### src/rtl/rbd_pkg.sv
// ----------------------------------------------------------------------------
// rbd_pkg
// Shared widths, register indexes and control structures of the RGB 2x2
// box downscaler.
// ----------------------------------------------------------------------------
package rbd_pkg;

   localparam int CH_W   = 8;           // one color sample
   localparam int SUM_W  = 9;           // horizontal pair sum of one channel
   localparam int PIX_W  = 3 * CH_W;    // packed red, green, blue
   localparam int PAIR_W = 3 * SUM_W;   // packed pair sums
   localparam int COL_W  = 11;
   localparam int ROW_W  = 12;
   localparam int BX_W   = COL_W - 1;
   localparam int BY_W   = ROW_W - 1;
   localparam int SW_W   = 12;
   localparam int SH_W   = 13;
   localparam int OW_W   = 11;
   localparam int OH_W   = 12;
   localparam int CSR_AW = 4;
   localparam int CSR_DW = 32;

   localparam logic [SW_W-1:0] SW_MIN   = 12'd2;
   localparam logic [SW_W-1:0] SW_MAX   = 12'd2048;
   localparam logic [SH_W-1:0] SH_MIN   = 13'd2;
   localparam logic [SH_W-1:0] SH_MAX   = 13'd4096;
   localparam logic [OW_W-1:0] OW_MIN   = 11'd1;
   localparam logic [OW_W-1:0] OW_MAX   = 11'd1024;
   localparam logic [OH_W-1:0] OH_MIN   = 12'd1;
   localparam logic [OH_W-1:0] OH_MAX   = 12'd2048;

   typedef enum logic [1:0] {
      REG_SOURCE_WIDTH  = 2'd0,
      REG_SOURCE_HEIGHT = 2'd1,
      REG_OUT_WIDTH     = 2'd2,
      REG_OUT_HEIGHT    = 2'd3
   } reg_index_type;

   typedef struct packed {
      logic [SW_W-1:0] source_width;
      logic [SH_W-1:0] source_height;
      logic [OW_W-1:0] out_width;
      logic [OH_W-1:0] out_height;
   } cfg_type;

   // Classification of one source pixel, made when the pixel is accepted.
   typedef struct packed {
      logic            odd_col;
      logic            odd_row;
      logic            active;   // block lies inside the effective output size
      logic            last;     // block is the last one of the frame
      logic [BX_W-1:0] bx;
   } item_ctrl_type;

endpackage

### src/rtl/rbd_datapath.sv
// ----------------------------------------------------------------------------
// rbd_datapath
// Input stage and result register. Forms horizontal pair sums, writes them
// to the line store on even rows and averages with the stored sums on odd
// rows.
// ----------------------------------------------------------------------------
module rbd_datapath (
   input  logic                        clock,
   input  logic                        reset,
   input  logic                        req_tvalid,
   output logic                        req_tready,
   input  logic [rbd_pkg::PIX_W-1:0]   req_tdata,
   input  rbd_pkg::item_ctrl_type      ctrl,
   output logic                        accept,
   input  logic [rbd_pkg::PAIR_W-1:0]  rd_data,
   output logic                        wr_en,
   output logic [rbd_pkg::BX_W-1:0]    wr_bx,
   output logic [rbd_pkg::PAIR_W-1:0]  wr_data,
   output logic                        rsp_tvalid,
   input  logic                        rsp_tready,
   output logic [rbd_pkg::PIX_W-1:0]   rsp_tdata,
   output logic                        rsp_tlast
);

   logic                          s1_valid_ff, s1_valid_in;
   logic [rbd_pkg::PIX_W-1:0]     s1_pix_ff;
   rbd_pkg::item_ctrl_type        s1_ctrl_ff;
   logic [rbd_pkg::PAIR_W-1:0]    pair_ff, pair_in;
   logic                          out_valid_ff, out_valid_in;
   logic [rbd_pkg::PIX_W-1:0]     out_data_ff, out_data_in;
   logic                          out_last_ff, out_last_in;

   logic                          hit;
   logic                          advance;
   logic [rbd_pkg::PAIR_W-1:0]    sum;
   logic [rbd_pkg::PAIR_W-1:0]    fresh;
   logic [rbd_pkg::PIX_W-1:0]     avg;
   logic [rbd_pkg::SUM_W:0]       quad;

   // The stage only waits when it holds a result and the result register is
   // still full.
   assign hit        = s1_valid_ff & s1_ctrl_ff.odd_col & s1_ctrl_ff.active
                       & s1_ctrl_ff.odd_row;
   assign advance    = s1_valid_ff & (~hit | ~out_valid_ff | rsp_tready);
   assign req_tready = ~s1_valid_ff | advance;
   assign accept     = req_tvalid & req_tready;

   always_comb begin
      for (int k = 0; k < 3; k++) begin
         sum[k*rbd_pkg::SUM_W +: rbd_pkg::SUM_W] =
            pair_ff[k*rbd_pkg::SUM_W +: rbd_pkg::SUM_W]
            + rbd_pkg::SUM_W'(s1_pix_ff[k*rbd_pkg::CH_W +: rbd_pkg::CH_W]);
         fresh[k*rbd_pkg::SUM_W +: rbd_pkg::SUM_W] =
            rbd_pkg::SUM_W'(s1_pix_ff[k*rbd_pkg::CH_W +: rbd_pkg::CH_W]);
      end
   end

   always_comb begin
      avg  = '0;
      quad = '0;
      for (int k = 0; k < 3; k++) begin
         quad = (rbd_pkg::SUM_W+1)'(rd_data[k*rbd_pkg::SUM_W +: rbd_pkg::SUM_W])
                + (rbd_pkg::SUM_W+1)'(sum[k*rbd_pkg::SUM_W +: rbd_pkg::SUM_W]);
         avg[k*rbd_pkg::CH_W +: rbd_pkg::CH_W] = quad[rbd_pkg::SUM_W:2];
      end
   end

   assign wr_en   = advance & s1_ctrl_ff.odd_col & s1_ctrl_ff.active & ~s1_ctrl_ff.odd_row;
   assign wr_bx   = s1_ctrl_ff.bx;
   assign wr_data = sum;

   always_comb begin
      s1_valid_in  = s1_valid_ff;
      pair_in      = pair_ff;
      out_valid_in = out_valid_ff;
      out_data_in  = out_data_ff;
      out_last_in  = out_last_ff;
      if (advance) begin
         s1_valid_in = 1'b0;
         if (~s1_ctrl_ff.odd_col) begin
            pair_in = fresh;
         end else if (s1_ctrl_ff.active) begin
            pair_in = sum;
         end
      end
      if (accept) begin
         s1_valid_in = 1'b1;
      end
      if (advance & hit) begin
         out_valid_in = 1'b1;
         out_data_in  = avg;
         out_last_in  = s1_ctrl_ff.last;
      end else if (rsp_tready) begin
         out_valid_in = 1'b0;
      end
   end

   always_ff @(posedge clock) begin
      if (reset) begin
         s1_valid_ff  <= 1'b0;
         out_valid_ff <= 1'b0;
         pair_ff      <= '0;
      end else begin
         s1_valid_ff  <= s1_valid_in;
         out_valid_ff <= out_valid_in;
         pair_ff      <= pair_in;
      end
   end

   always_ff @(posedge clock) begin
      if (accept) begin
         s1_pix_ff  <= req_tdata;
         s1_ctrl_ff <= ctrl;
      end
      out_data_ff <= out_data_in;
      out_last_ff <= out_last_in;
   end

   assign rsp_tvalid = out_valid_ff;
   assign rsp_tdata  = out_data_ff;
   assign rsp_tlast  = out_last_ff;

endmodule

### config.mk
export PLATFORM = sky130hd
export DESIGN_NAME = rbd_datapath
export DESIGN_NICKNAME = d
export VERILOG_FILES = /design/src/rtl/rbd_pkg.sv /design/src/rtl/rbd_datapath.sv
export SDC_FILE = /design/constraint.sdc
export NUM_CORES = 1
export LEC_CHECK = 0
export BUFFER_PORTS_ARGS = -buffer_cell sky130_fd_sc_hd__buf_2
export CAP_MARGIN = 20
export CORE_MARGIN = 2
export CORE_UTILIZATION = 40
export CTS_CLUSTER_SIZE = 20
export DETAILED_ROUTE_END_ITERATION = 7
export GPL_TIMING_DRIVEN = 0
export HOLD_SLACK_MARGIN = 0.06
export SYNTH_ARGS = -nofsm -noshare
export SYNTH_HDL_FRONTEND = slang
export SYNTH_SLANG_ARGS = --single-unit
### constraint.sdc
create_clock -name clock -period 5 [get_ports clock]
set_input_delay 0.75 -clock clock [delete_from_list [all_inputs] [get_ports clock]]
set_output_delay 0.75 -clock clock [all_outputs]
set_load 0.01 [all_outputs]
==> metrics.yaml <==
final_hold_viol_count: 0
critPathMaxFanout: 3
wire_per_inst_um: 14.9
initial_core_util_pct: 41.4
fillers: 1096
synthesis.instances: 434
max-slew-margin-rel_pct: 45.8
route.detailed.drc: 0
drt_iter0_markers: 117
die_h_um: 116
drv_slew: 0
ys_top_cells_by_area: "edfxtp_1, ha_1, dfxtp_1"
synth-seq-cells: 92
synthArstFlopShare_pct: 0
path_clk_slew_ns: 0.06
postCtsSetupBuffers: 0
num_io_pins: 135
cts_sinks: 92
postLayoutCoreUtil_pct: 51.3
grt_pass1_wl_um: 18000
ctsLongestPathBuffers: 2
antenna_found_initial: 0
overflow: 0
hpwlAfterDp_um: 8740
synth_fp_nets: 557
grt_pass1_vias: 3799
rsz0062_at_grt: "false"
final_common_cell: "buf_2"
setup_viol: 0
vias: 3801
critPathBufInv: 1
cp_cell_sequence: "ha_1 > fa_1 > a21o_1 > nand4_1 > nand2_1 > o31ai_1 > xnor2_1 > buf_2"
synth_ff_type: "edfxtp_1"
numPortBuffers: 134
fp.coreArea_sq_mm: 0.0122
required_ns: 4.25
fmax_ghz: 0.295
end_kind: "primary output"
yosysTopAreaCellShare_pct: 37.6
seq_area_sq_mm: 0.00247
grt_max_degree: 28
die_w_um: 116
place_congestion: 0.786
diodes: 0
cts_hold_buffers: 0
max_stage_delay_ns: 0.43
avgSynthCellArea_sq_um: 11.6
final_cell_mix: "buf_2, edfxtp_1, ha_1, a21oi_1, dfxtp_1"
clock-root-buffer: "clkbuf_16"
wl_um: 11200
vias_per_cell: 5.05
worstHoldPathType: "flop to flop"
num_rows: 40
cts_max_level: 3
synth_top_area_cell: "edfxtp_1"
p_leak_uw: 0.00276
syn_to_final_growth_pct: 23.8
cts_tree: "yes"
multi_input_area_sq_mm: 0.00242
synth_cell_type_count: 47
status: "completed"
cts_resized: 0
tightest_slew_ns: 0.812
start_kind: "flop"
clk_latency_ns: 0.34
final_nets: 704
power_density_mw_per_mm2: 346
final_cells: 753
synth-edff-count: 63
dieArea_sq_mm: 0.0135
worstPathArrival_ns: 2.64
vdd_ir_drop_max_uv: 205
syn-cell-area_sq_mm: 0.00504
holdWs_ns: 0.419
layout_min_cycle_time_ns: 3.39
place_inst: 738
period_share_pct: 67.9
ant_nets: 0
ys_warn_count: 0
cpLargestDelayFamily: "adder cells"
fin_skew_ns: 0.00700
grt_usage_pct: 17.5
total_power_uw: 2160
yosysSeqAreaShare_pct: 49.1
maxCapViolations: 0
numCtsBuffers: 9
slowest_stage: "o31ai_1"
dr.pass1.iters: 4
critical_path_class: "flop to primary output"
drive_gt1_share_pct: 29.9
[Yosys cell counts (7+ instances only)]
cell,count
o21ai_1,17
xnor2_1,23
a31oi_1,7
nand2_1,20
a211oi_1,8
mux2i_1,18
a21o_1,12
o21ai_0,7
clkbuf_1,7
xor2_1,15
buf_4,10
nor2b_1,8
a21oi_1,36
ha_1,51
inv_1,11
edfxtp_1,63
nor2_1,25
dfxtp_1,29
[sequential cells by signal, summed over array words and instances (netlist names)]
signal       count
pair_ff         27
rsp_tdata       24
s1_pix_ff       24
wr_bx           10
s1_ctrl_ff       4
rsp_tlast        1
rsp_tvalid       1
s1_valid_ff      1
[stage by stage]
step | TNS [ns] | setup slack (ns) | instance area [sq um]
detailed placement | 0 | 1.77 | 5980
global route | 0 | 1.43 | 6230
floorplan | 0 | 1.15 | 5040
finish | 0 | 1.61 | 6230
CTS | 0 | 1.57 | 6230
global placement | -0.356 | -0.356 | 5920
[path summary, 6_finish.rpt]
path              depth (start not counted)       endpoint  slack [ns]           start
hold / removal                            0      rsp_tlast        0.42  s1_ctrl_ff[10]
hold reg to reg                           0      rsp_tlast        0.42  s1_ctrl_ff[10]
setup reg to reg                         14  rsp_tdata[22]        1.74   s1_pix_ff[16]
setup / recovery                          8    wr_data[17]        1.61    s1_pix_ff[8]
[layout make-up]
cell class              instances  share of cell area (%)
clock buffers                  12                    3.79
inverters                      11                   0.662
flip-flops and latches         92                    39.7
multi-input cells             309                    38.8
clock inverters                 3                   0.241
plain buffers                  22                    2.01
repair buffers                136                    11.5
well taps                     168                    3.37
[kinds of logic after synthesis]
group                    Yosys count  synth area share [%]
XOR/XNOR                          38                  6.61
AO/OA/AOI/OAI                    113                  15.2
flip-flops                        92                  49.1
multiplexers                      18                  3.58
buffers and inverters             33                  3.30
adder cells (fa/ha/maj)           54                  13.9
AND/OR/NAND/NOR                   86                  8.42
[power by group]
part | switching (uW) | internal, uW | total, uW
logic | 346 | 294 | 640
clock network | 269 | 331 | 600
registers | 26.0 | 893 | 919
[worst reg2reg max path, cell delays in order, from the launching register on]
cell	delay [ns]
edfxtp_1	0.35
ha_1	0.17
inv_1	0.05
fa_1	0.40
nor2b_1	0.15
o21ai_1	0.08
nor2b_1	0.15
xnor2_1	0.26
ha_1	0.34
a21o_1	0.21
a21oi_1	0.13
o21ai_1	0.13
a21oi_1	0.31
o21bai_1	0.12
xor2_1	0.15
[routing by layer]
| metal | routed length (um) | global-route usage [%] | part of all wire (%) | vias up |
|---|---|---|---|---|
| met5 | 0 | 0 | 0 | - |
| met2 | 5470 | 29.1 | 49 | 112 |
| li1 | - | - | - | 1904 |
| met1 | 4830 | 21.3 | 43 | 1770 |
| met4 | 200 | 8.73 | 1.8 | 0 |
| met3 | 716 | 4.10 | 6.4 | 15 |
Power figures use the tool's default switching activity.
