===== src/rtl/rbd_pkg.sv =====
// ----------------------------------------------------------------------------
// rbd_pkg
// Shared widths, register indexes and control structures of the RGB 2x2
// box downscaler.
// ----------------------------------------------------------------------------
package rbd_pkg;

   localparam int CH_W   = 8;           // one color sample
   localparam int SUM_W  = 9;           // horizontal pair sum of one channel
   localparam int PIX_W  = 3 * CH_W;    // packed red, green, blue
   localparam int PAIR_W = 3 * SUM_W;   // packed pair sums
   localparam int COL_W  = 11;
   localparam int ROW_W  = 12;
   localparam int BX_W   = COL_W - 1;
   localparam int BY_W   = ROW_W - 1;
   localparam int SW_W   = 12;
   localparam int SH_W   = 13;
   localparam int OW_W   = 11;
   localparam int OH_W   = 12;
   localparam int CSR_AW = 4;
   localparam int CSR_DW = 32;

   localparam logic [SW_W-1:0] SW_MIN   = 12'd2;
   localparam logic [SW_W-1:0] SW_MAX   = 12'd2048;
   localparam logic [SH_W-1:0] SH_MIN   = 13'd2;
   localparam logic [SH_W-1:0] SH_MAX   = 13'd4096;
   localparam logic [OW_W-1:0] OW_MIN   = 11'd1;
   localparam logic [OW_W-1:0] OW_MAX   = 11'd1024;
   localparam logic [OH_W-1:0] OH_MIN   = 12'd1;
   localparam logic [OH_W-1:0] OH_MAX   = 12'd2048;

   typedef enum logic [1:0] {
      REG_SOURCE_WIDTH  = 2'd0,
      REG_SOURCE_HEIGHT = 2'd1,
      REG_OUT_WIDTH     = 2'd2,
      REG_OUT_HEIGHT    = 2'd3
   } reg_index_type;

   typedef struct packed {
      logic [SW_W-1:0] source_width;
      logic [SH_W-1:0] source_height;
      logic [OW_W-1:0] out_width;
      logic [OH_W-1:0] out_height;
   } cfg_type;

   // Classification of one source pixel, made when the pixel is accepted.
   typedef struct packed {
      logic            odd_col;
      logic            odd_row;
      logic            active;   // block lies inside the effective output size
      logic            last;     // block is the last one of the frame
      logic [BX_W-1:0] bx;
   } item_ctrl_type;

endpackage


===== src/rtl/rbd_csr.sv =====
// ----------------------------------------------------------------------------
// rbd_csr
// Configuration registers behind an APB-style port: source size and
// requested output size.
// ----------------------------------------------------------------------------
module rbd_csr (
   input  logic                        clock,
   input  logic                        reset,
   input  logic                        csr_psel,
   input  logic                        csr_penable,
   input  logic                        csr_pwrite,
   input  logic [rbd_pkg::CSR_AW-1:0]  csr_paddr,
   input  logic [rbd_pkg::CSR_DW-1:0]  csr_pwdata,
   output logic [rbd_pkg::CSR_DW-1:0]  csr_prdata,
   output logic                        csr_pready,
   output rbd_pkg::cfg_type            cfg
);

   rbd_pkg::cfg_type       cfg_ff;
   rbd_pkg::cfg_type       cfg_in;
   rbd_pkg::reg_index_type index;
   logic                   wr_stb;

   assign index      = rbd_pkg::reg_index_type'(csr_paddr[rbd_pkg::CSR_AW-1:2]);
   assign wr_stb     = csr_psel & csr_penable & csr_pwrite;
   assign csr_pready = 1'b1;

   always_comb begin
      cfg_in = cfg_ff;
      if (wr_stb) begin
         unique case (index)
            rbd_pkg::REG_SOURCE_WIDTH:
               cfg_in.source_width = csr_pwdata[rbd_pkg::SW_W-1:0];
            rbd_pkg::REG_SOURCE_HEIGHT:
               cfg_in.source_height = csr_pwdata[rbd_pkg::SH_W-1:0];
            rbd_pkg::REG_OUT_WIDTH:
               cfg_in.out_width = csr_pwdata[rbd_pkg::OW_W-1:0];
            rbd_pkg::REG_OUT_HEIGHT:
               cfg_in.out_height = csr_pwdata[rbd_pkg::OH_W-1:0];
            default: cfg_in = cfg_ff;
         endcase
      end
   end

   always_ff @(posedge clock) begin
      if (reset) begin
         cfg_ff.source_width  <= rbd_pkg::SW_MAX;
         cfg_ff.source_height <= rbd_pkg::SH_MAX;
         cfg_ff.out_width     <= rbd_pkg::OW_MAX;
         cfg_ff.out_height    <= rbd_pkg::OH_MAX;
      end else begin
         cfg_ff <= cfg_in;
      end
   end

   always_comb begin
      unique case (index)
         rbd_pkg::REG_SOURCE_WIDTH:
            csr_prdata = rbd_pkg::CSR_DW'(cfg_ff.source_width);
         rbd_pkg::REG_SOURCE_HEIGHT:
            csr_prdata = rbd_pkg::CSR_DW'(cfg_ff.source_height);
         rbd_pkg::REG_OUT_WIDTH:
            csr_prdata = rbd_pkg::CSR_DW'(cfg_ff.out_width);
         rbd_pkg::REG_OUT_HEIGHT:
            csr_prdata = rbd_pkg::CSR_DW'(cfg_ff.out_height);
         default: csr_prdata = '0;
      endcase
   end

   assign cfg = cfg_ff;

endmodule


===== config.mk =====
export PLATFORM = sky130hd
export DESIGN_NAME = rbd_csr
export DESIGN_NICKNAME = d
export VERILOG_FILES = /design/src/rtl/rbd_pkg.sv /design/src/rtl/rbd_csr.sv
export SDC_FILE = /design/constraint.sdc
export NUM_CORES = 1
export LEC_CHECK = 0
export BUFFER_PORTS_ARGS = -buffer_cell sky130_fd_sc_hd__buf_2
export CAP_MARGIN = 30
export CORE_ASPECT_RATIO = 1.2
export CORE_MARGIN = 1
export CORE_UTILIZATION = 26
export CTS_BUF_LIST = sky130_fd_sc_hd__clkbuf_4
export CTS_CLUSTER_DIAMETER = 30
export DETAILED_ROUTE_END_ITERATION = 7
export PLACE_DENSITY = 0.62
export SKIP_CTS_REPAIR_TIMING = 1
export SLEW_MARGIN = 5
export SYNTH_ARGS = -nofsm -noshare
export SYNTH_HDL_FRONTEND = slang
export SYNTH_SLANG_ARGS = --single-unit
export TNS_END_PERCENT = 20

===== constraint.sdc =====
create_clock -name clock -period 1.45 [get_ports clock]
set_input_delay 0.29 -clock clock [delete_from_list [all_inputs] [get_ports clock]]
set_output_delay 0.29 -clock clock [all_outputs]
set_load 0.05 [all_outputs]

==> results of run 1 <==
==> metal layers <==
metal / vias up / global-route usage (%) / part of all wire (%)
li1: 858 / - / -
met4: 0 / 4.15 / 1.4
met2: 65 / 19.3 / 47
met3: 5 / 3.18 / 5.4
met1: 832 / 15.3 / 46
met5: - / 0 / 0
==> area by class of cell <==
cell class	count	area, um2
sequential	48	990
fill	953	5910
multi-input combinational	152	1270
clock inverter	2	60.1
tap	120	150
clock buffer	5	37.5
timing repair buffer	93	617
==> worst max path at each step <==
| stage | start | to | slack, ns | cells after the start |
|---|---|---|---|---|
| after floorplan | cfg[19] | csr_prdata[7] | -0.12 | 1 |
| after global placement | csr_paddr[3] | csr_prdata[5] | -0.19 | 4 |
| after detailed placement | csr_paddr[3] | csr_prdata[3] | -0.20 | 4 |
| after CTS | cfg[19] | csr_prdata[7] | -0.33 | 2 |
| after global routing | cfg[7] | csr_prdata[7] | -0.29 | 2 |
| final | cfg[1] | csr_prdata[1] | -0.23 | 2 |
==> where the power goes <==
part,switching (uW),total [uW],internal [uW]
logic,321,466,144
registers,12.7,1350,1340
clock network,449,977,528
total,783,2790,2010
==> cell usage in the layout, fill, tap and decap left out <==
cell type and n:
buf_6 13, mux2i_2 1, mux4_2 11, dfxtp_1 25
or2_1 1, buf_12 3, o21ai_2 1, nor3b_4 1
bufinv_16 2, or3b_1 1, or3_4 1, buf_2 67
mux2i_1 48, nand2b_1 56, nand3_1 2, nor2_1 7
nand2_1 1, dfxtp_2 23, clkbuf_4 5, conb_1 20
and3b_1 1, buf_4 10
==> cell families after synthesis <==
kind of cell    share of synthesized area (%)
buf+inv                                  10.8
other cells                             0.310
simple gates                             18.1
mux                                      30.9
flops                                    39.6
compound gates                          0.206
==> tightest hold or removal path, stage by stage <==
cell and delay, ns:
buf_2 0.11, nand2b_1 0.06, mux2i_1 0.06
==> stage by stage <==
step	hold WS [ns]	power, uW	TNS [ns]
floorplan	0.445	1770	-0.509
detailed placement	0.479	1830	-7.16
global route	0.148	2920	-3.09
finish	0.162	2790	-2.33
CTS	0.147	2810	-3.34
global placement	0.466	1830	-6.28
==> metrics.md, run 1 <==
| Metric | Value |
|---|---|
| Final Wtd Congestion | 0.683 |
| Min Tclk post-route | 1.68 ns |
| Worst VDD drop | 376 uV |
| Final net count | 341 |
| Top-count cell post-synth | nand2b_1 |
| RSZ-0062 raised after global routing | yes |
| Critical path class | reg -> out |
| WL final | 5.76 mm |
| Top_reg_cell synth | dfxtp_1 |
| ANT cells | 0 |
| WP buf/inv | 1 |
| Sequential area share after synthesis | 39.6% |
| Die H | 108 um |
| Mapped cell area | 2420 um2 |
| IO Count | 122 |
| Initial antenna violation count | 0 |
| Worst setup margin | -0.227 ns |
| Slowest CP cell | mux4_2 |
| DRC errors left | 0 |
| Worst Hold Depth | 3 |
| Failing checks | setup timing |
| Leak pwr | 0.00157 uW |
| DR pass1 iterations | 4 |
| Setup WS pre-CTS | -0.200 ns |
| Status | finished, violations left |
| Wirelength per Cell | 13.7 um |
| Cells after Synth | 219 |
| Iter 0 DRT Violations | 61 |
| Root buf cell | clkbuf_4 |
| CTS max path bufs | 2 |
| CP max stage delay | 0.45 ns |
| Worst-Skew Late Latency | 0.37 ns |
| Full die area | 9710 um2 |
| Post-synth cell types | 20 |
| #FFs+latches synth | 48 |
| Cells along the critical path | mux4_2 > buf_2 |
| Area contributors post-synth | dfxtp_1, mux2i_1, nand2b_1, buf_4, mux4_2 |
| Max reg flops | 48 |
| CTS Buf Count | 5 |
| Layout cells sized above 1 | 46.0% |
| FF-to-FF End | cfg[21] |
| Core area | 9030 um2 |
| Syn. warnings | 0 |
| # rows | 38 |
| Via/cell ratio | 4.19 |
| Period utilisation layout | 116% |
| Cell depth of the worst flop-to-flop path | 3 |
| Final Hold Fails | 0 |
| Top Family by Delay on Critical Path | multiplexers |
| Starting Density | 26.8% |
| Area growth syn-to-layout | 28.9% |
| Avg Cell Area, Syn | 11.1 um2 |
| Reg2reg start | cfg[21] |
| Remaining antenna violation count after routing | 0 |
| Number of I/O port buffers | 80 |
| Max frequency | 596 MHz |
| CP max FO | 3 |
| Worst Path Required | 1.16 ns |
| Grt ovf | 0 |
| Max Cap Viol | 0 |
| Sink of the worst hold path | cfg[34] |
| Design Area, Final | 3120 um2 |
| Critical path launch point type | register |
| Largest net degree at the start of global routing | 64 |
| Via count of the routed design | 1,760 |
| Async S/R FF share, synth | 0% |
| Power density over the cells | 894 nW/um2 |
| Die W | 90.1 um |
| Most instantiated cells after synthesis | nand2b_1, mux2i_1, dfxtp_1 |
| Reg clk slew, reported paths | 0.14 ns |
| WP data arrival | 1.39 ns |
| Post-DP HPWL | 4.03 mm |
| Share of the synthesized area in the top cell type | 39.6% |
| Max H-tree Level | 2 |
| Number of global-route vias before repair | 1,610 |
| Layout Utilization | 34.6% |
| Fin. max-slew vios | 0 |
| Hold WC Path Type | in -> reg |
| Non-filler cells, final | 420 |
| Largest area contributor in the netlist | dfxtp_1 |
| Clk_skew | 0 ns |
| R2r setup slk | 0.75 ns |
| Clk sinks | 48 |
| EDFF count, synth | 0 |
| GR Util All Layers | 11.9% |
| Finish-stage setup viols | 11 |
| Placed Cells incl. Taps | 412 |
| CTS tree | built |
| Hold Path Origin | csr_pwdata[11] |
| First-pass GRT wire length | 8.76 mm |
| Placed Area | 2910 um2 |
| CP endpoint kind | primary output |
Note: power is estimated with default switching activity, not from simulation.
==> run 2: changes to the inputs <==
--- a/config.mk
+++ b/config.mk
@@ -13,7 +13,8 @@
 export CTS_BUF_LIST = sky130_fd_sc_hd__clkbuf_4
 export CTS_CLUSTER_DIAMETER = 30
 export DETAILED_ROUTE_END_ITERATION = 7
-export PLACE_DENSITY = 0.62
+export HOLD_SLACK_MARGIN = 0.02
+export PLACE_DENSITY = 0.53
 export SKIP_CTS_REPAIR_TIMING = 1
 export SLEW_MARGIN = 5
 export SYNTH_ARGS = -nofsm -noshare
==> run 2 against run 1 <==
Wire length is 0.56% lower. The run still ends with setup timing left. Critical endpoint is now csr_prdata[3]. Fmax is 2.3% higher. Count of clock-buffer cells in the layout did not move. Global-route usage rose by 0.078 points. Total power shrank 7.7%. Highest routed layer unchanged. Final area grew 0.16%. Setup slack better by 0.038 ns. Final cell count rose by 0.48%. Critical path depth is the same. Utilization increased by 0.055 points. Largest cell class unchanged. Largest power group unchanged.
==> metrics.md, run 2 (synthesis results as in run 1) <==
| Metric | Value |
|---|---|
| Status | finished, violations left |
| Failing checks | setup timing |
| Via/cell ratio | 4.11 |
| Hold WC Path Type | in -> reg |
| Period utilisation layout | 113% |
| First-pass GRT wire length | 8.78 mm |
| Initial antenna violation count | 0 |
| Finish-stage setup viols | 11 |
| Setup TNS Final | -1.98 ns |
| WP data arrival | 1.35 ns |
| GR Util All Layers | 12.0% |
| Critical path launch point type | register |
| Clk_skew | 0 ns |
| Min Tclk post-route | 1.64 ns |
| Fill count | 952 |
| Max frequency | 610 MHz |
| Full die area | 9710 um2 |
| Die W | 90.1 um |
| Starting Density | 26.8% |
| RSZ-0062 raised after global routing | yes |
| Area growth syn-to-layout | 29.1% |
| Pwr Total | 2580 uW |
| Final Hold Fails | 0 |
| Final net count | 344 |
| Max reg flops | 48 |
| ANT cells | 0 |
| Commonest cells after routing, fill and taps aside | buf_2, nand2b_1, mux2i_1 |
| CTS tree | built |
| Leak pwr | 0.00157 uW |
| Worst-Skew Late Latency | 0.35 ns |
| Root buf cell | clkbuf_4 |
| WL final | 5.73 mm |
| Worst Path Required | 1.16 ns |
| Fin. max-slew vios | 0 |
| IO Count | 122 |
| Number of global-route vias before repair | 1,634 |
| CP max stage delay | 0.47 ns |
| Via count of the routed design | 1,733 |
| Worst setup margin | -0.189 ns |
| CTS Buf Count | 5 |
| Grt ovf | 0 |
| Layout cells sized above 1 | 46.7% |
| Critical path class | reg -> out |
| Wirelength per Cell | 13.6 um |
| Reg clk slew, reported paths | 0.14 ns |
| Post-DP HPWL | 4.11 mm |
| Slowest CP cell | mux4_2 |
| Most common cell after layout, fill and taps aside | buf_2 |
| CTS max path bufs | 2 |
| Core area | 9030 um2 |
| Power density over the cells | 824 nW/um2 |
| # rows | 38 |
| Final Hold Slack | 0.205 ns |
| Iter 0 DRT Violations | 32 |
| CP endpoint kind | primary output |
| DRC errors left | 0 |
| CP max FO | 3 |
| Largest net degree at the start of global routing | 64 |
| Setup WS pre-CTS | -0.252 ns |
| Remaining antenna violation count after routing | 0 |
| Worst VDD drop | 386 uV |
| Max Cap Viol | 0 |
| Cells along the critical path | mux4_2 > buf_6 |
| Clk sinks | 48 |
| Max H-tree Level | 2 |
| DR pass1 iterations | 4 |
| Final Wtd Congestion | 0.671 |
| Number of I/O port buffers | 80 |
| Die H | 108 um |
## run 2: through the flow
step,util [%],area [um2],cells
2_1_floorplan,-,2510,237
3_3_place_gp,32.5,2940,414
3_5_place_dp,32.5,2940,414
4_1_cts,33.3,3010,420
5_1_grt,34.6,3130,422
6_report,34.6,3130,422
## run 2: layout make-up
cell class,instances,area (um2),share of cell area (%)
clock buffer,5,37.5,1.20
clock inverter,1,30.0,0.960
multi-input combinational,152,1270,40.5
sequential,48,992,31.7
tap,120,150,4.80
timing repair buffer,96,653,20.9
## run 2: where the power goes
group	internal, uW	switching, uW	total (uW)
logic	148	322	470
clock network	346	412	758
registers	1340	12.9	1350
## run 2: worst max-delay path, delay by kind of cell, from the launching register on
| family | cells | cell delay, ns |
|---|---|---|
| DFF | 1 | 0.36 |
| muxes | 1 | 0.47 |
| buffers and inverters | 1 | 0.17 |
## run 2: worst paths after layout
kind,from,endpoint,slack [ns],depth (start not counted)
setup / recovery,cfg[26],csr_prdata[3],-0.19,2
hold / removal,csr_pwdata[11],cfg[34],0.21,3
setup reg to reg,cfg[18],cfg[18],0.81,2
hold reg to reg,cfg[27],cfg[27],0.49,2
## run 2: per-layer routing
| layer | share of wire [%] | global-route usage (%) |
|---|---|---|
| met1 | 44 | 14.0 |
| met2 | 50 | 21.3 |
| met3 | 4.7 | 3.46 |
| met4 | 1.2 | 3.46 |
| met5 | 0 | 0 |
==> run 3: changes to the inputs <==
--- a/config.mk
+++ b/config.mk
@@ -5,16 +5,17 @@
 export SDC_FILE = /design/constraint.sdc
 export NUM_CORES = 1
 export LEC_CHECK = 0
+export ABC_AREA = 1
 export BUFFER_PORTS_ARGS = -buffer_cell sky130_fd_sc_hd__buf_2
 export CAP_MARGIN = 30
 export CORE_ASPECT_RATIO = 1.2
 export CORE_MARGIN = 1
-export CORE_UTILIZATION = 26
+export CORE_UTILIZATION = 35
 export CTS_BUF_LIST = sky130_fd_sc_hd__clkbuf_4
 export CTS_CLUSTER_DIAMETER = 30
 export DETAILED_ROUTE_END_ITERATION = 7
-export HOLD_SLACK_MARGIN = 0.02
-export PLACE_DENSITY = 0.53
+export HOLD_SLACK_MARGIN = 0.06
+export PLACE_DENSITY = 0.68
 export SKIP_CTS_REPAIR_TIMING = 1
 export SLEW_MARGIN = 5
 export SYNTH_ARGS = -nofsm -noshare
==> run 3 against run 2 <==
The run now ends clean. Combinational power up 43%. Non-clock buffer count grew 16. Hold slack lost 0.049 ns. Sequential power about the same. Synthesized cell count rose by 69%. Wire length increased by 17%. Utilization rose by 15 points. Setup slack improved by 0.22 ns. Clock skew unchanged. First-iteration DRC count rose to 3.3 times the previous value. Die area decreased by 25%. Total power grew 8.2%. Critical path type is now in -> out.
==> metrics.md, run 3 <==
| Metric | Value |
|---|---|
| Status | completed |
| Mapped cell area | 2410 um2 |
| Critical path class | in -> out |
| Sequential area share after synthesis | 39.8% |
| GR Util All Layers | 18.2% |
| Core area | 6570 um2 |
| Post-synth cell types | 17 |
| Fill count | 690 |
| CTS Buf Count | 5 |
| R2r setup slk | 0.81 ns |
| Clk sinks | 48 |
| WP data arrival | 1.13 ns |
| Most instantiated cells after synthesis | nand2_1, nor2_1, nand3_1 |
| Largest area contributor in the netlist | dfxtp_1 |
| DRC errors left | 0 |
| Commonest cells after routing, fill and taps aside | nand2_1, nor2_1, buf_2 |
| Non-filler cells, final | 551 |
| Number of global-route vias before repair | 2,104 |
| CP max stage delay | 0.22 ns |
| Power density over the cells | 856 nW/um2 |
| EDFF count, synth | 0 |
| Root buf cell | clkbuf_4 |
| Placed Cells incl. Taps | 537 |
| CP endpoint | csr_prdata[6] |
| Async S/R FF share, synth | 0% |
| Critical path launch point type | input pin |
| Slew @ Worst Pin | 0.665 ns |
| DR pass1 iterations | 4 |
| Cell depth of the worst flop-to-flop path | 2 |
| Clk_skew | 0 ns |
| Starting Density | 36.8% |
| # rows | 32 |
| Synth Area in Adders | 0% |
| Max Cap Viol | 0 |
| Final net count | 508 |
| Number of I/O port buffers | 80 |
| CTS max path bufs | 2 |
| Worst-Skew Late Latency | 0.34 ns |
| Layout cells sized above 1 | 30.3% |
| FF-to-FF End | cfg[37] |
| Leak pwr | 0.00161 uW |
| Critical Path Most Common Cell | buf_6 |
| First-pass GRT wire length | 10.2 mm |
| Area contributors post-synth | dfxtp_1, nand2_1, nor2_1, nand3_1, buf_4 |
| Via/cell ratio | 4.61 |
| Top_reg_cell synth | dfxtp_1 |
| Top-count cell post-synth | nand2_1 |
| Remaining antenna violation count after routing | 0 |
| Max reg flops | 48 |
| Mux cell area share after synthesis | 0% |
| RSZ-0062 raised after global routing | yes |
| Cells along the critical path | buf_12 > inv_4 > nor2_4 > buf_6 > nand2_2 > nand4_1 > buf_6 |
| Area growth syn-to-layout | 34.8% |
| CTS tree | built |
| CP max FO | 6 |
| Slowest CP cell | nor2_4 |
| Share of the synthesized area in the top cell type | 39.8% |
| Cells after Synth | 371 |
| Syn. warnings | 0 |
| Reg clk slew, reported paths | 0.12 ns |
| Worst Path Required | 1.16 ns |
| WL final | 6.73 mm |
| ANT cells | 0 |
| Synth Area in Compound Gates | 0.829% |
| Post-DP HPWL | 4.52 mm |
| Setup TNS Final | 0 ns |
| IO Count | 122 |
| CP startpoint | csr_paddr[2] |
| Avg Cell Area, Syn | 6.51 um2 |
| CP endpoint kind | primary output |
| Main combinational cell family by area after synthesis | simple AND/OR/NAND/NOR gates |
| Full die area | 7240 um2 |
| Simple-gate share of the synthesized area | 45.1% |
| Max H-tree Level | 2 |
| Iter 0 DRT Violations | 104 |
| XOR/XNOR Fraction of Synth Area | 0% |
| #FFs+latches synth | 48 |
| Final Wtd Congestion | 0.754 |
| Min Tclk post-route | 1.42 ns |
| Die H | 93.0 um |
| Die W | 77.8 um |
| Most common cell after layout, fill and taps aside | nand2_1 |
| Fin. max-slew vios | 0 |
| Period utilisation layout | 97.6% |
| Reg2reg start | cfg[37] |
| Finish-stage setup viols | 0 |
| Wirelength per Cell | 12.2 um |
| Rel. slew slack | 55.6% |
| Hold WC Path Type | in -> reg |
| Via count of the routed design | 2,542 |
| Max frequency | 706 MHz |
| Final Hold Fails | 0 |
| Initial antenna violation count | 0 |
| Worst VDD drop | 567 uV |
| Largest net degree at the start of global routing | 49 |
| Grt ovf | 0 |
-- run 3: cell types whose count changed after synthesis, sizes merged, moves of 11 or more --
cell    before  now
nand2        1  100
nand3        2   50
nand4        0   11
mux4        11    0
nor2         7   97
buf         29   40
nand2b      56    0
inv          0   18
mux2i       49    0
-- run 3: layout make-up --
type	count	area, um2	share of cell area, %
Clock inverter	1	30.0	0.922
Tap cell	85	106	3.27
Multi-Input combinational cell	282	1210	37.0
Clock buffer	5	37.5	1.15
Sequential cell	48	968	29.7
Inverter	18	70.1	2.15
Timing Repair Buffer	112	837	25.7
-- run 3: report_power, final --
part           internal [uW]  switching, uW  total (uW)  leakage (uW)
sequential              1350           22.1        1370      0.000392
combinational            197            474         671       0.00119
clock                    346            401         746     0.0000371
-- run 3: worst max-delay path: cells and delay by family --
kind / cells / cell delay [ns]
buf+inv: 4 / 0.47
simple gates: 3 / 0.36
-- run 3: how the worst min path moves through the flow --
stage                        start  endpoint  slack, ns  cells after the start
global route        csr_pwdata[12]   cfg[35]       0.14                      3
floorplan           csr_pwdata[11]   cfg[11]       0.42                      2
finish              csr_pwdata[12]   cfg[35]       0.16                      3
detailed placement         cfg[40]   cfg[40]       0.49                      2
global placement           cfg[35]   cfg[35]       0.48                      2
CTS                 csr_pwdata[12]   cfg[35]       0.14                      3
-- run 3: stage by stage --
step | util (%) | hold WS (ns) | power [uW] | instance area (um2) | setup slack, ns
floorplan | - | 0.416 | 1890 | 2490 | 0.000359
global placement | 45.3 | 0.479 | 2010 | 2970 | -0.0879
detailed placement | 45.3 | 0.490 | 2010 | 2970 | -0.0951
CTS | 46.3 | 0.139 | 2770 | 3040 | -0.109
global route | 49.6 | 0.142 | 2930 | 3260 | -0.0229
finish | 49.6 | 0.156 | 2790 | 3260 | 0.0344
-- run 3: per-layer routing --
metal  GRT usage (%)  routed length (um)  up-vias
met5               0                   0        -
met4            5.35                  40        0
met3            3.41                 478        2
met2            32.2                3460      105
met1            22.2                2750     1131
li1                -                   -     1304
-- run 3: cell families (layout without fill, tap and decap cells) --
| group | after synthesis | after routing |
|---|---|---|
| simple gates | 258 | 258 |
| other cells | 2 | 20 |
| compound gates | 4 | 4 |
| flops | 48 | 48 |
| buf+inv | 59 | 136 |
