### src/rtl/rbd_pkg.sv
// ----------------------------------------------------------------------------
// rbd_pkg
// Shared widths, register indexes and control structures of the RGB 2x2
// box downscaler.
// ----------------------------------------------------------------------------
package rbd_pkg;

   localparam int CH_W   = 8;           // one color sample
   localparam int SUM_W  = 9;           // horizontal pair sum of one channel
   localparam int PIX_W  = 3 * CH_W;    // packed red, green, blue
   localparam int PAIR_W = 3 * SUM_W;   // packed pair sums
   localparam int COL_W  = 11;
   localparam int ROW_W  = 12;
   localparam int BX_W   = COL_W - 1;
   localparam int BY_W   = ROW_W - 1;
   localparam int SW_W   = 12;
   localparam int SH_W   = 13;
   localparam int OW_W   = 11;
   localparam int OH_W   = 12;
   localparam int CSR_AW = 4;
   localparam int CSR_DW = 32;

   localparam logic [SW_W-1:0] SW_MIN   = 12'd2;
   localparam logic [SW_W-1:0] SW_MAX   = 12'd2048;
   localparam logic [SH_W-1:0] SH_MIN   = 13'd2;
   localparam logic [SH_W-1:0] SH_MAX   = 13'd4096;
   localparam logic [OW_W-1:0] OW_MIN   = 11'd1;
   localparam logic [OW_W-1:0] OW_MAX   = 11'd1024;
   localparam logic [OH_W-1:0] OH_MIN   = 12'd1;
   localparam logic [OH_W-1:0] OH_MAX   = 12'd2048;

   typedef enum logic [1:0] {
      REG_SOURCE_WIDTH  = 2'd0,
      REG_SOURCE_HEIGHT = 2'd1,
      REG_OUT_WIDTH     = 2'd2,
      REG_OUT_HEIGHT    = 2'd3
   } reg_index_type;

   typedef struct packed {
      logic [SW_W-1:0] source_width;
      logic [SH_W-1:0] source_height;
      logic [OW_W-1:0] out_width;
      logic [OH_W-1:0] out_height;
   } cfg_type;

   // Classification of one source pixel, made when the pixel is accepted.
   typedef struct packed {
      logic            odd_col;
      logic            odd_row;
      logic            active;   // block lies inside the effective output size
      logic            last;     // block is the last one of the frame
      logic [BX_W-1:0] bx;
   } item_ctrl_type;

endpackage

### src/rtl/rbd_sequencer.sv
// ----------------------------------------------------------------------------
// rbd_sequencer
// Raster position counters. Classifies each accepted source pixel against
// the effective (clamped) output size and advances column and row.
// ----------------------------------------------------------------------------
module rbd_sequencer #(
   parameter int MAX_OUT_WIDTH = 1024
) (
   input  logic                   clock,
   input  logic                   reset,
   input  rbd_pkg::cfg_type       cfg,
   input  logic                   accept,
   output rbd_pkg::item_ctrl_type ctrl
);

   localparam logic [rbd_pkg::OW_W+1:0] MAX_OW = (rbd_pkg::OW_W+2)'(MAX_OUT_WIDTH);

   logic [rbd_pkg::COL_W-1:0] col_ff, col_in;
   logic [rbd_pkg::ROW_W-1:0] row_ff, row_in;

   logic [rbd_pkg::SW_W-1:0]  sw_c;
   logic [rbd_pkg::SH_W-1:0]  sh_c;
   logic [rbd_pkg::OW_W-1:0]  ow_c, ow_e;
   logic [rbd_pkg::OH_W-1:0]  oh_c, oh_e;
   logic [rbd_pkg::COL_W:0]   col_inc;
   logic [rbd_pkg::ROW_W:0]   row_inc;
   logic [rbd_pkg::BX_W-1:0]  bx;
   logic [rbd_pkg::BY_W-1:0]  by;

   // Saturate the registers into their legal ranges.
   always_comb begin
      priority if (cfg.source_width < rbd_pkg::SW_MIN) sw_c = rbd_pkg::SW_MIN;
      else if (cfg.source_width > rbd_pkg::SW_MAX)     sw_c = rbd_pkg::SW_MAX;
      else                                             sw_c = cfg.source_width;

      priority if (cfg.source_height < rbd_pkg::SH_MIN) sh_c = rbd_pkg::SH_MIN;
      else if (cfg.source_height > rbd_pkg::SH_MAX)     sh_c = rbd_pkg::SH_MAX;
      else                                              sh_c = cfg.source_height;

      priority if (cfg.out_width < rbd_pkg::OW_MIN) ow_c = rbd_pkg::OW_MIN;
      else if (cfg.out_width > rbd_pkg::OW_MAX)     ow_c = rbd_pkg::OW_MAX;
      else                                          ow_c = cfg.out_width;

      priority if (cfg.out_height < rbd_pkg::OH_MIN) oh_c = rbd_pkg::OH_MIN;
      else if (cfg.out_height > rbd_pkg::OH_MAX)     oh_c = rbd_pkg::OH_MAX;
      else                                           oh_c = cfg.out_height;
   end

   // The output size never exceeds half the source size; the width never exceeds the line store.
   always_comb begin
      ow_e = ow_c;
      if (sw_c[rbd_pkg::SW_W-1:1] < ow_e) begin
         ow_e = sw_c[rbd_pkg::SW_W-1:1];
      end
      if ({2'b00, ow_e} > MAX_OW) begin
         ow_e = MAX_OW[rbd_pkg::OW_W-1:0];
      end
      oh_e = oh_c;
      if (sh_c[rbd_pkg::SH_W-1:1] < oh_e) begin
         oh_e = sh_c[rbd_pkg::SH_W-1:1];
      end
   end

   assign bx = col_ff[rbd_pkg::COL_W-1:1];
   assign by = row_ff[rbd_pkg::ROW_W-1:1];

   always_comb begin
      ctrl.odd_col = col_ff[0];
      ctrl.odd_row = row_ff[0];
      ctrl.bx      = bx;
      ctrl.active  = ({1'b0, bx} < ow_e) && ({1'b0, by} < oh_e);
      ctrl.last    = ({1'b0, bx} == ow_e - 1'b1) && ({1'b0, by} == oh_e - 1'b1);
   end

   always_comb begin
      col_inc = {1'b0, col_ff} + 1'b1;
      row_inc = {1'b0, row_ff} + 1'b1;
      col_in  = col_ff;
      row_in  = row_ff;
      if (accept) begin
         if (col_inc >= sw_c) begin
            col_in = '0;
            if (row_inc >= sh_c) begin
               row_in = '0;
            end else begin
               row_in = row_inc[rbd_pkg::ROW_W-1:0];
            end
         end else begin
            col_in = col_inc[rbd_pkg::COL_W-1:0];
         end
      end
   end

   always_ff @(posedge clock) begin
      if (reset) begin
         col_ff <= '0;
         row_ff <= '0;
      end else begin
         col_ff <= col_in;
         row_ff <= row_in;
      end
   end

endmodule

### config.mk
export PLATFORM = sky130hd
export DESIGN_NAME = rbd_sequencer
export DESIGN_NICKNAME = d
export VERILOG_FILES = /design/src/rtl/rbd_pkg.sv /design/src/rtl/rbd_sequencer.sv
export SDC_FILE = /design/constraint.sdc
export NUM_CORES = 1
export LEC_CHECK = 0
export BUFFER_PORTS_ARGS = -buffer_cell sky130_fd_sc_hd__buf_2
export CORE_MARGIN = 5
export CORE_UTILIZATION = 30
export DETAILED_ROUTE_END_ITERATION = 10
export PLACE_DENSITY = 0.47
export SETUP_SLACK_MARGIN = 0.3
export SLEW_MARGIN = 20
export SYNTH_ARGS = -nofsm -noshare
export SYNTH_HDL_FRONTEND = slang
export SYNTH_SLANG_ARGS = --single-unit
### constraint.sdc
create_clock -name clock -period 4.7 [get_ports clock]
set_input_delay 0.47 -clock clock [delete_from_list [all_inputs] [get_ports clock]]
set_output_delay 0.47 -clock clock [all_outputs]
set_load 0.05 [all_outputs]
==> flow_summary.ini, run 1 <==
[global_routing]
grt_max_degree = 25
grt_pass1_wl_um = 23200
overflow = 0
grt_pass1_vias = 4635
antenna_found_initial = 0
track_usage_pct = 16.8

[cts]
clockBufferDepth = 2
cts_tree = yes
clock-sinks = 23
clk_latency_ns = 0.25
cts_root_buffer = clkbuf_16
clk_pin_slew_ns = 0.06
htree_levels = 1
cts_hold_buf = 0
numCtsBuffers = 3

[synthesis]
synth_warnings = 0
synthCells = 573
netlist_area_um2 = 4330
yosysUniqueCellTypes = 65
synth_edf_count = 0
avgSynthCellArea_um2 = 7.56
ys.flop_type = dfxtp_1
syn-num-nets = 695
synthArstFlopShare_pct = 0
ys_seq_area_share_pct = 10.6
ys_ff_latch = 23

[power]
leakagePower_nw = 2.88
peakVddDrop_mv = 0.105
p_total_mw = 0.995
p_per_area_nw_per_um2 = 157

[place]
place.gp.congestion = 0.848
place_ws_ns = -0.258
portBuffers = 64
hpwl_um = 12200

[critical_path]
arrival_ns = 4.12
worst_path_most_repeated_cell = o21a_1
cp_num_buf_inv = 2
cp_top_family = compound AO/OA/AOI/OAI gates
cp.required_ns = 4.23
end_kind = output port
slowest_delay_ns = 0.55
crit_fanout = 3
worstPathCellList = buf_6 > or4_4 > o41ai_4 > o211a_1 > o21a_2 > mux2_4 > ha_4 > nor2b_1 > o21a_1 > o21a_1 > o21a_1 > o21a_1 > o21a_1 > o21a_1 > o21ai_2 > a21oi_2 > a21oi_4 > buf_6
crit_slowest_cell = or4_4
critPathKind = input pin to output port
worstSetupStartpointType = input pin

[floorplanning]
initial_core_util_pct = 30.2
io_pins = 65
dieWidth_um = 130
die_h_um = 130
core_um2 = 14400
die_area_um2 = 16900
row_count = 44

[timing]
finalSetupViolCount = 0
finalWorstSetupSlack_ns = 0.114
worst_pin_slew_ns = 0.586
min_period_ns = 4.59
slew_headroom_pct = 60.9
fmax_ghz = 0.218
hold_viol = 0
skew_ns = 0.00163
rsz0062_at_grt = yes
period_share_pct = 97.6
slew_viol_final = 0

[job]
cap_violations = 0

[final_layout]
drive_above_1_share_pct = 40.6
final_nets = 848
final_util_pct = 44.0
diodes = 0
area_delta_synth_final_pct = 46.0

[route]
drt-pass1-iter-count = 4
ant_nets = 0
finalWirelength_um = 14700
wl_per_cell_um = 16.2
drtIter0Drc = 238
drcViolationCount = 0
vias_per_cell = 5.23
via_count = 4754

[hold_path]
min_path_type = register to register

[outcome]
status = completed
[layout make-up]
type / instances / area (um2)
clock buffers: 3 / 75.1
clock inverters: 1 / 5.00
fillers: 1426 / 8040
inverters: 35 / 160
multi-input cells: 490 / 4200
flip-flops and latches: 23 / 460
well taps: 184 / 230
repair buffers: 171 / 1180
repair inverters: 2 / 13.8
[final timing paths]
kind	from	end	slack [ns]	cells past startpoint
worst max-delay path	cfg[5]	ctrl[11]	0.11	18
worst min register to register	col_ff[1]$_SDFFE_PP0P_	col_ff[1]$_SDFFE_PP0P_	0.53	2
worst max register to register	col_ff[0]$_SDFFE_PP0P_	row_ff[3]$_SDFFE_PP0P_	0.93	12
worst min-delay path	col_ff[1]$_SDFFE_PP0P_	col_ff[1]$_SDFFE_PP0P_	0.53	2
[per-stage QoR]
| stage | instances | setup TNS (ns) | area, um2 | hold slack (ns) |
|---|---|---|---|---|
| 6_report | 909 | 0 | 6320 | 0.532 |
| 5_1_grt | 909 | -0.0762 | 6320 | 0.586 |
| 4_1_cts | 901 | 0 | 6050 | 0.536 |
| 3_5_place_dp | 887 | -0.500 | 5610 | 0.526 |
| 3_3_place_gp | 887 | -0.511 | 5610 | 0.506 |
| 2_1_floorplan | 573 | 0 | 4540 | 0.506 |
[placed cells by master (no fill, tap or decap), types with 10 or more instances in the layout]
master	Yosys	final
nand2_1	68	40
nand2_4	0	11
o21ai_0	18	12
o21a_1	14	14
mux2_2	15	11
nand3_1	24	24
a21oi_1	29	22
nand4_1	10	10
ha_1	71	52
xor2_1	14	14
a31oi_1	11	11
ha_4	0	19
nor2_1	25	24
dfxtp_1	23	23
nand2_2	0	17
buf_4	2	106
buf_2	1	56
nor3_1	12	12
inv_1	34	24
nand2b_1	19	19
xnor2_1	25	24
[synthesized netlist by cell type, drive strengths merged (3+ instances only)]
cell      n  area, um2
and3      8       50.1
nand3b    8       60.1
a31oi    11       68.8
nor2     25       93.8
clkbuf   15       56.3
ha       71        888
mux2     18        210
and2      3       18.8
o31a      3       26.3
o21ai    22        110
nand2    68        255
xnor2    25        219
nor3     13       70.1
mux2i     6       63.8
nor4     12       93.8
nand3    24        120
nor2b     4       25.0
a2111oi   3       26.3
a22o      7       61.3
a211oi    8       60.1
a31o      3       26.3
a21o      7       52.6
nand4    10       62.6
inv      34        128
o22a      3       26.3
nand2b   19        119
or2       6       37.5
o31ai     3       22.5
o211ai    4       30.0
xor2     14        123
nor3b     5       37.5
o2111ai   3       26.3
buf      10       61.3
o211a     4       40.0
a21oi    29        145
dfxtp    23        460
o21a     15        114
nand4b    5       43.8
o221ai    4       35.0
[logic make-up (layout without fill, tap and decap cells)]
kind of cell               after synthesis  after routing  share of synthesized area [%]
AOI/OAI and AO/OA                      137            137                           22.1
xor gates and xnor gates                39             39                           7.88
adders and majority gates               71             71                           20.5
buffers and inverters                   60            212                           5.75
DFF                                     23             23                           10.6
muxes                                   24             24                           6.32
and+or+nand+nor                        219            219                           26.9
[power by group]
part           internal [mW]  switching (mW)
sequential             0.197         0.00335
combinational          0.305           0.306
clock                  0.114          0.0702
[timing repair]
| item | 4_1_cts | 5_1_grt |
|---|---|---|
| gates cloned | 2 | 0 |
| pin swaps | 21 | 24 |
| buffers inserted | 8 | 8 |
| resized for setup | 69 | 36 |
| endpoints found under the setup margin | 2 | 2 |
[sequential cells by signal (all words and copies together) (netlist names)]
register  cells
col_ff       11
row_ff       12
[metal layers]
layer	GRT usage (%)	wire length, um	up-vias
met3	1.31	632	8
met5	0	0	-
met4	2.02	92	0
li1	-	-	2431
met2	28.2	6780	76
met1	24.1	7180	2239
[worst reg2reg max path: stages, from the launching register on]
cell,delay [ns]
dfxtp_1,0.45
ha_1,0.28
nand3_1,0.20
nor2_1,0.30
and3_1,0.28
nand3_1,0.11
xnor2_1,0.17
ha_1,0.32
o2111ai_1,0.12
o31ai_1,0.48
a21oi_1,0.25
nor2_1,0.50
a22o_1,0.24
Power figures use the tool's default switching activity.
==> run 2: changes to the inputs <==
--- a/config.mk
+++ b/config.mk
@@ -6,7 +6,7 @@
 export NUM_CORES = 1
 export LEC_CHECK = 0
 export BUFFER_PORTS_ARGS = -buffer_cell sky130_fd_sc_hd__buf_2
-export CORE_MARGIN = 5
+export CORE_MARGIN = 3
 export CORE_UTILIZATION = 30
 export DETAILED_ROUTE_END_ITERATION = 10
 export PLACE_DENSITY = 0.47
==> flow_summary.ini, run 2 (synthesis results as in run 1) <==
[global_routing]
track_usage_pct = 17.7
use_met2_pct = 30.1
grt_pass1_vias = 4781
overflow = 0
grt_pass1_wl_um = 23700
grt.met1_usage_pct = 25.6
antenna_found_initial = 0
top_usage_layer = met2
grt_max_degree = 25
met3_usage_pct = 0.891

[power]
leakagePower_nw = 2.91
p_per_area_nw_per_um2 = 160
p_total_mw = 1.02
peakVddDrop_mv = 0.113

[final_layout]
final_cell_mix = buf_4, buf_2, ha_1
seqCellArea_um2 = 460
area_delta_synth_final_pct = 47.4
final_nets = 852
n_fill_cell = 1395
diodes = 0
layout_commonest_cell = buf_4
multi_input_area_um2 = 4220
largest_reg_flops = 12
reg.largest.list = row_ff x12, col_ff x11
drive_above_1_share_pct = 41.6
final_cell_area_um2 = 6380
regMostFlops = row_ff

[route]
drtIter0Drc = 265
vias_per_cell = 5.35
wl_per_cell_um = 16.5
finalWirelength_um = 15000
ant_nets = 0
drcViolationCount = 0
drt-pass1-iter-count = 4
via_count = 4860

[timing]
finalWorstSetupSlack_ns = 0.102
rsz0062_at_grt = yes
slew_headroom_pct = 57.5
hold_viol = 0
tns_ns = 0
slew_viol_final = 0
min_period_ns = 4.60
skew_ns = 0.00593
finalSetupViolCount = 0
worst_pin_slew_ns = 0.637
period_share_pct = 97.8
fmax_ghz = 0.217

[cts]
cts_tree = yes
clk_pin_slew_ns = 0.06
clockBufferDepth = 2
htree_levels = 1
numCtsBuffers = 3
cts_root_buffer = clkbuf_16
clk_latency_ns = 0.25
clock-sinks = 23

[floorplanning]
initial_core_util_pct = 31.0
die_area_um2 = 15900
row_count = 43
core_um2 = 14000
dieWidth_um = 126
io_pins = 65
die_h_um = 126

[job]
cap_violations = 0

[critical_path]
cp-startpoint = cfg[10]
reg2reg_from = col_ff[0]$_SDFFE_PP0P_
rr_endpoint = row_ff[3]$_SDFFE_PP0P_
end_kind = output port
cp.required_ns = 4.23
endpoint = ctrl[10]
arrival_ns = 4.13
critPathKind = input pin to output port
worstSetupStartpointType = input pin
r2r_slack_ns = 0.96
reg2reg_depth = 13
crit_fanout = 2

[place]
dpl_cell_area_um2 = 5590
hpwl_um = 12300
place_ws_ns = -0.266
portBuffers = 64
place.gp.congestion = 0.880

[hold_path]
min_path_type = register to register

[outcome]
status = completed
## run 2: cell types whose count changed in the layout (fill, tap and decap cells not counted), moves of 3 or more
cell	delta
nand2_2	-3
xnor2_2	+4
xnor2_1	-3
buf_6	+8
nand2_1	+4
nor4_2	-3
buf_4	-4
## run 2: how the worst min path moves through the flow
| stage | from | endpoint | slack [ns] | cells past startpoint |
|---|---|---|---|---|
| after floorplan | row_ff[0]$_SDFFE_PP0P_ | row_ff[0]$_SDFFE_PP0P_ | 0.51 | 2 |
| after global routing | col_ff[1]$_SDFFE_PP0P_ | col_ff[1]$_SDFFE_PP0P_ | 0.60 | 2 |
| after CTS | col_ff[1]$_SDFFE_PP0P_ | col_ff[1]$_SDFFE_PP0P_ | 0.55 | 2 |
| after detailed placement | col_ff[1]$_SDFFE_PP0P_ | col_ff[1]$_SDFFE_PP0P_ | 0.54 | 2 |
| after global placement | col_ff[1]$_SDFFE_PP0P_ | col_ff[1]$_SDFFE_PP0P_ | 0.52 | 2 |
| final | col_ff[1]$_SDFFE_PP0P_ | col_ff[1]$_SDFFE_PP0P_ | 0.55 | 2 |
## run 2: stage by stage
step                      util (%)  hold WS (ns)  cells
final                         45.6         0.545    909
after global routing          45.6         0.603    909
after CTS                     42.4         0.554    897
after detailed placement      39.9         0.542    881
after global placement        39.9         0.525    881
after floorplan                  -         0.506    573
## run 2: report_power, final
group	internal (mW)	total (mW)	leakage, nW	switching [mW]
clock network	0.114	0.184	0.0409	0.0698
registers	0.197	0.200	0.186	0.00319
logic	0.319	0.635	2.69	0.316
## run 2: worst max-delay path: stages
cell and delay (ns):
buf_6 0.09, or4_4 0.53, o41ai_4 0.40, o211a_1 0.23, o21a_2 0.14, mux2_4 0.31, buf_6 0.12, buf_6 0.11
ha_4 0.21, xnor2_2 0.13, nor4_2 0.31, o2111ai_2 0.17, a2111o_1 0.42, nor4_4 0.28, buf_6 0.19
## run 2: layout make-up
type,instances,share of cell area (%)
inverter,35,2.47
timing repair buffer,174,19.2
clock buffer,3,1.18
clock inverter,1,0.0784
multi-input combinational,490,66.0
tap,180,3.53
timing repair inverter,3,0.294
sequential,23,7.21
## run 2: repair_timing
item                       4_1_cts  5_1_grt
pin swaps                       18       30
cloned                           2        1
buffers inserted                10       11
hold endpoints to repair         0        0
gates resized for setup         40       77
hold buffers                     0        0
setup endpoints to repair        2        2
## run 2: metal layers
layer / part of all wire (%) / routed length [um] / up-vias
li1: - / - / 2437
met1: 50 / 7570 / 2359
met2: 47 / 7040 / 56
met3: 1.8 / 273 / 8
met4: 0.69 / 104 / 0
met5: 0 / 0 / -
==> run 3: changes to the inputs <==
--- a/config.mk
+++ b/config.mk
@@ -7,9 +7,9 @@
 export LEC_CHECK = 0
 export BUFFER_PORTS_ARGS = -buffer_cell sky130_fd_sc_hd__buf_2
 export CORE_MARGIN = 3
-export CORE_UTILIZATION = 30
+export CORE_UTILIZATION = 46
 export DETAILED_ROUTE_END_ITERATION = 10
-export PLACE_DENSITY = 0.47
+export PLACE_DENSITY = 0.67
 export SETUP_SLACK_MARGIN = 0.3
 export SLEW_MARGIN = 20
 export SYNTH_ARGS = -nofsm -noshare
==> flow_summary.ini, run 3 (synthesis results as in run 1) <==
[critical_path]
crit_fanout = 3
end_kind = output port
cp.required_ns = 4.23
reg2reg_from = col_ff[0]$_SDFFE_PP0P_
worstSetupStartpointType = input pin
arrival_ns = 4.17
r2r_slack_ns = 1.05
critPathKind = input pin to output port
reg2reg_depth = 13
rr_endpoint = row_ff[11]$_SDFFE_PP0P_

[final_layout]
largest_reg_flops = 12
layout_commonest_cell = buf_4
regMostFlops = row_ff
drive_above_1_share_pct = 33.8
reg.largest.list = row_ff x12, col_ff x11
final_cell_mix = buf_4, ha_1, buf_2
diodes = 0
final_nets = 819
area_delta_synth_final_pct = 31.4

[job]
cap_violations = 0

[timing]
rsz0062_at_grt = yes
worst_pin_slew_ns = 0.602
hold_viol = 0
finalSetupViolCount = 0
holdWs_ns = 0.532
slew_viol_final = 0
skew_ns = 0.00267
finalWorstSetupSlack_ns = 0.0558
min_period_ns = 4.64
period_share_pct = 98.8
slew_headroom_pct = 59.9
fmax_ghz = 0.215

[route]
drtIter0Drc = 177
via_count = 4802
finalWirelength_um = 13600
drcViolationCount = 0
wl_per_cell_um = 16.9
vias_per_cell = 5.97
drt-pass1-iter-count = 5
ant_nets = 0

[floorplanning]
initial_core_util_pct = 48.5
core_um2 = 8930
die_area_um2 = 10600
die_h_um = 103
io_pins = 65
row_count = 34
dieWidth_um = 103

[hold_path]
hold_depth = 2
hold_path.startpoint = col_ff[1]$_SDFFE_PP0P_
holdPathEnd = col_ff[1]$_SDFFE_PP0P_
min_path_type = register to register

[global_routing]
antenna_found_initial = 0
track_usage_pct = 25.4
grt_pass1_wl_um = 21900
overflow = 0
grt_max_degree = 25
grt_pass1_vias = 4548

[place]
place_ws_ns = -0.185
place.gp.congestion = 0.943
hpwl_um = 10900
portBuffers = 64

[cts]
clockBufferDepth = 2
cts_root_buffer = clkbuf_8
clk_pin_slew_ns = 0.08
numCtsBuffers = 3
cts_tree = yes
cts_hold_buf = 0
clock-sinks = 23
clk_latency_ns = 0.27
htree_levels = 1

[outcome]
status = completed

[power]
peakVddDrop_mv = 0.116
p_per_area_nw_per_um2 = 154
leakagePower_nw = 2.65
-- run 3: changes by cell type in the layout (fill, tap and decap cells not counted), moves of 5 or more --
| cell | before | now |
|---|---|---|
| nand2_1 | 44 | 51 |
| buf_4 | 102 | 80 |
| ha_4 | 17 | 9 |
| buf_6 | 16 | 3 |
| nand2_4 | 10 | 5 |
| ha_1 | 53 | 61 |
-- run 3: worst max-delay path by stage --
stage,from,to,slack (ns),depth (start not counted)
3_3_place_gp,cfg[11],ctrl[11],-0.1,20
4_1_cts,cfg[1],ctrl[11],0.15,18
6_report,cfg[4],ctrl[11],0.06,18
5_1_grt,cfg[4],ctrl[11],-0.08,18
2_1_floorplan,cfg[47],ctrl[10],0.04,21
3_5_place_dp,cfg[11],ctrl[11],-0.18,20
-- run 3: metrics by stage --
step | setup TNS, ns | instance area, um2 | cells | util (%) | total power [mW]
floorplan | 0 | 4540 | 573 | - | 0.542
global placement | -0.123 | 5330 | 787 | 59.7 | 0.682
detailed placement | -0.344 | 5330 | 787 | 59.7 | 0.695
CTS | 0 | 5510 | 797 | 61.7 | 0.844
global route | -0.111 | 5690 | 804 | 63.7 | 0.936
finish | 0 | 5690 | 804 | 63.7 | 0.875
-- run 3: area by class of cell --
class | count | area, um2
Tap cell | 108 | 135
Timing Repair Buffer | 143 | 935
Inverter | 35 | 158
Sequential cell | 23 | 460
Clock buffer | 4 | 45.0
Multi-Input combinational cell | 490 | 3950
Timing Repair inverter | 1 | 7.51
Fill cell | 785 | 3240
-- run 3: repair_timing --
| item | in CTS | in global routing |
|---|---|---|
| buffers inserted | 5 | 7 |
| setup endpoints to repair | 2 | 2 |
| cloned | 1 | 0 |
| resized for setup | 24 | 24 |
| pin swaps | 10 | 14 |
-- run 3: critical path, stage by stage --
cell	delay, ns
buf_2	0.11
or4_4	0.55
o41ai_4	0.39
o211a_1	0.23
o21a_2	0.18
mux2_4	0.33
ha_4	0.21
nor2b_1	0.12
o21a_1	0.16
o21a_1	0.17
o21a_1	0.17
o21a_1	0.17
o21a_1	0.17
o21a_1	0.20
o21ai_2	0.16
a21oi_2	0.09
a21oi_4	0.14
buf_6	0.17
-- run 3: power breakdown --
| group | internal (mW) | switching, mW |
|---|---|---|
| sequential | 0.196 | 0.00292 |
| clock | 0.0607 | 0.0665 |
| combinational | 0.264 | 0.284 |
-- run 3: layer usage --
layer	vias up	wire length, um	track usage [%]
met4	0	146	4.68
met2	134	6320	40.9
met5	-	0	0
li1	2365	-	-
met3	18	660	2.23
met1	2285	6450	37.1
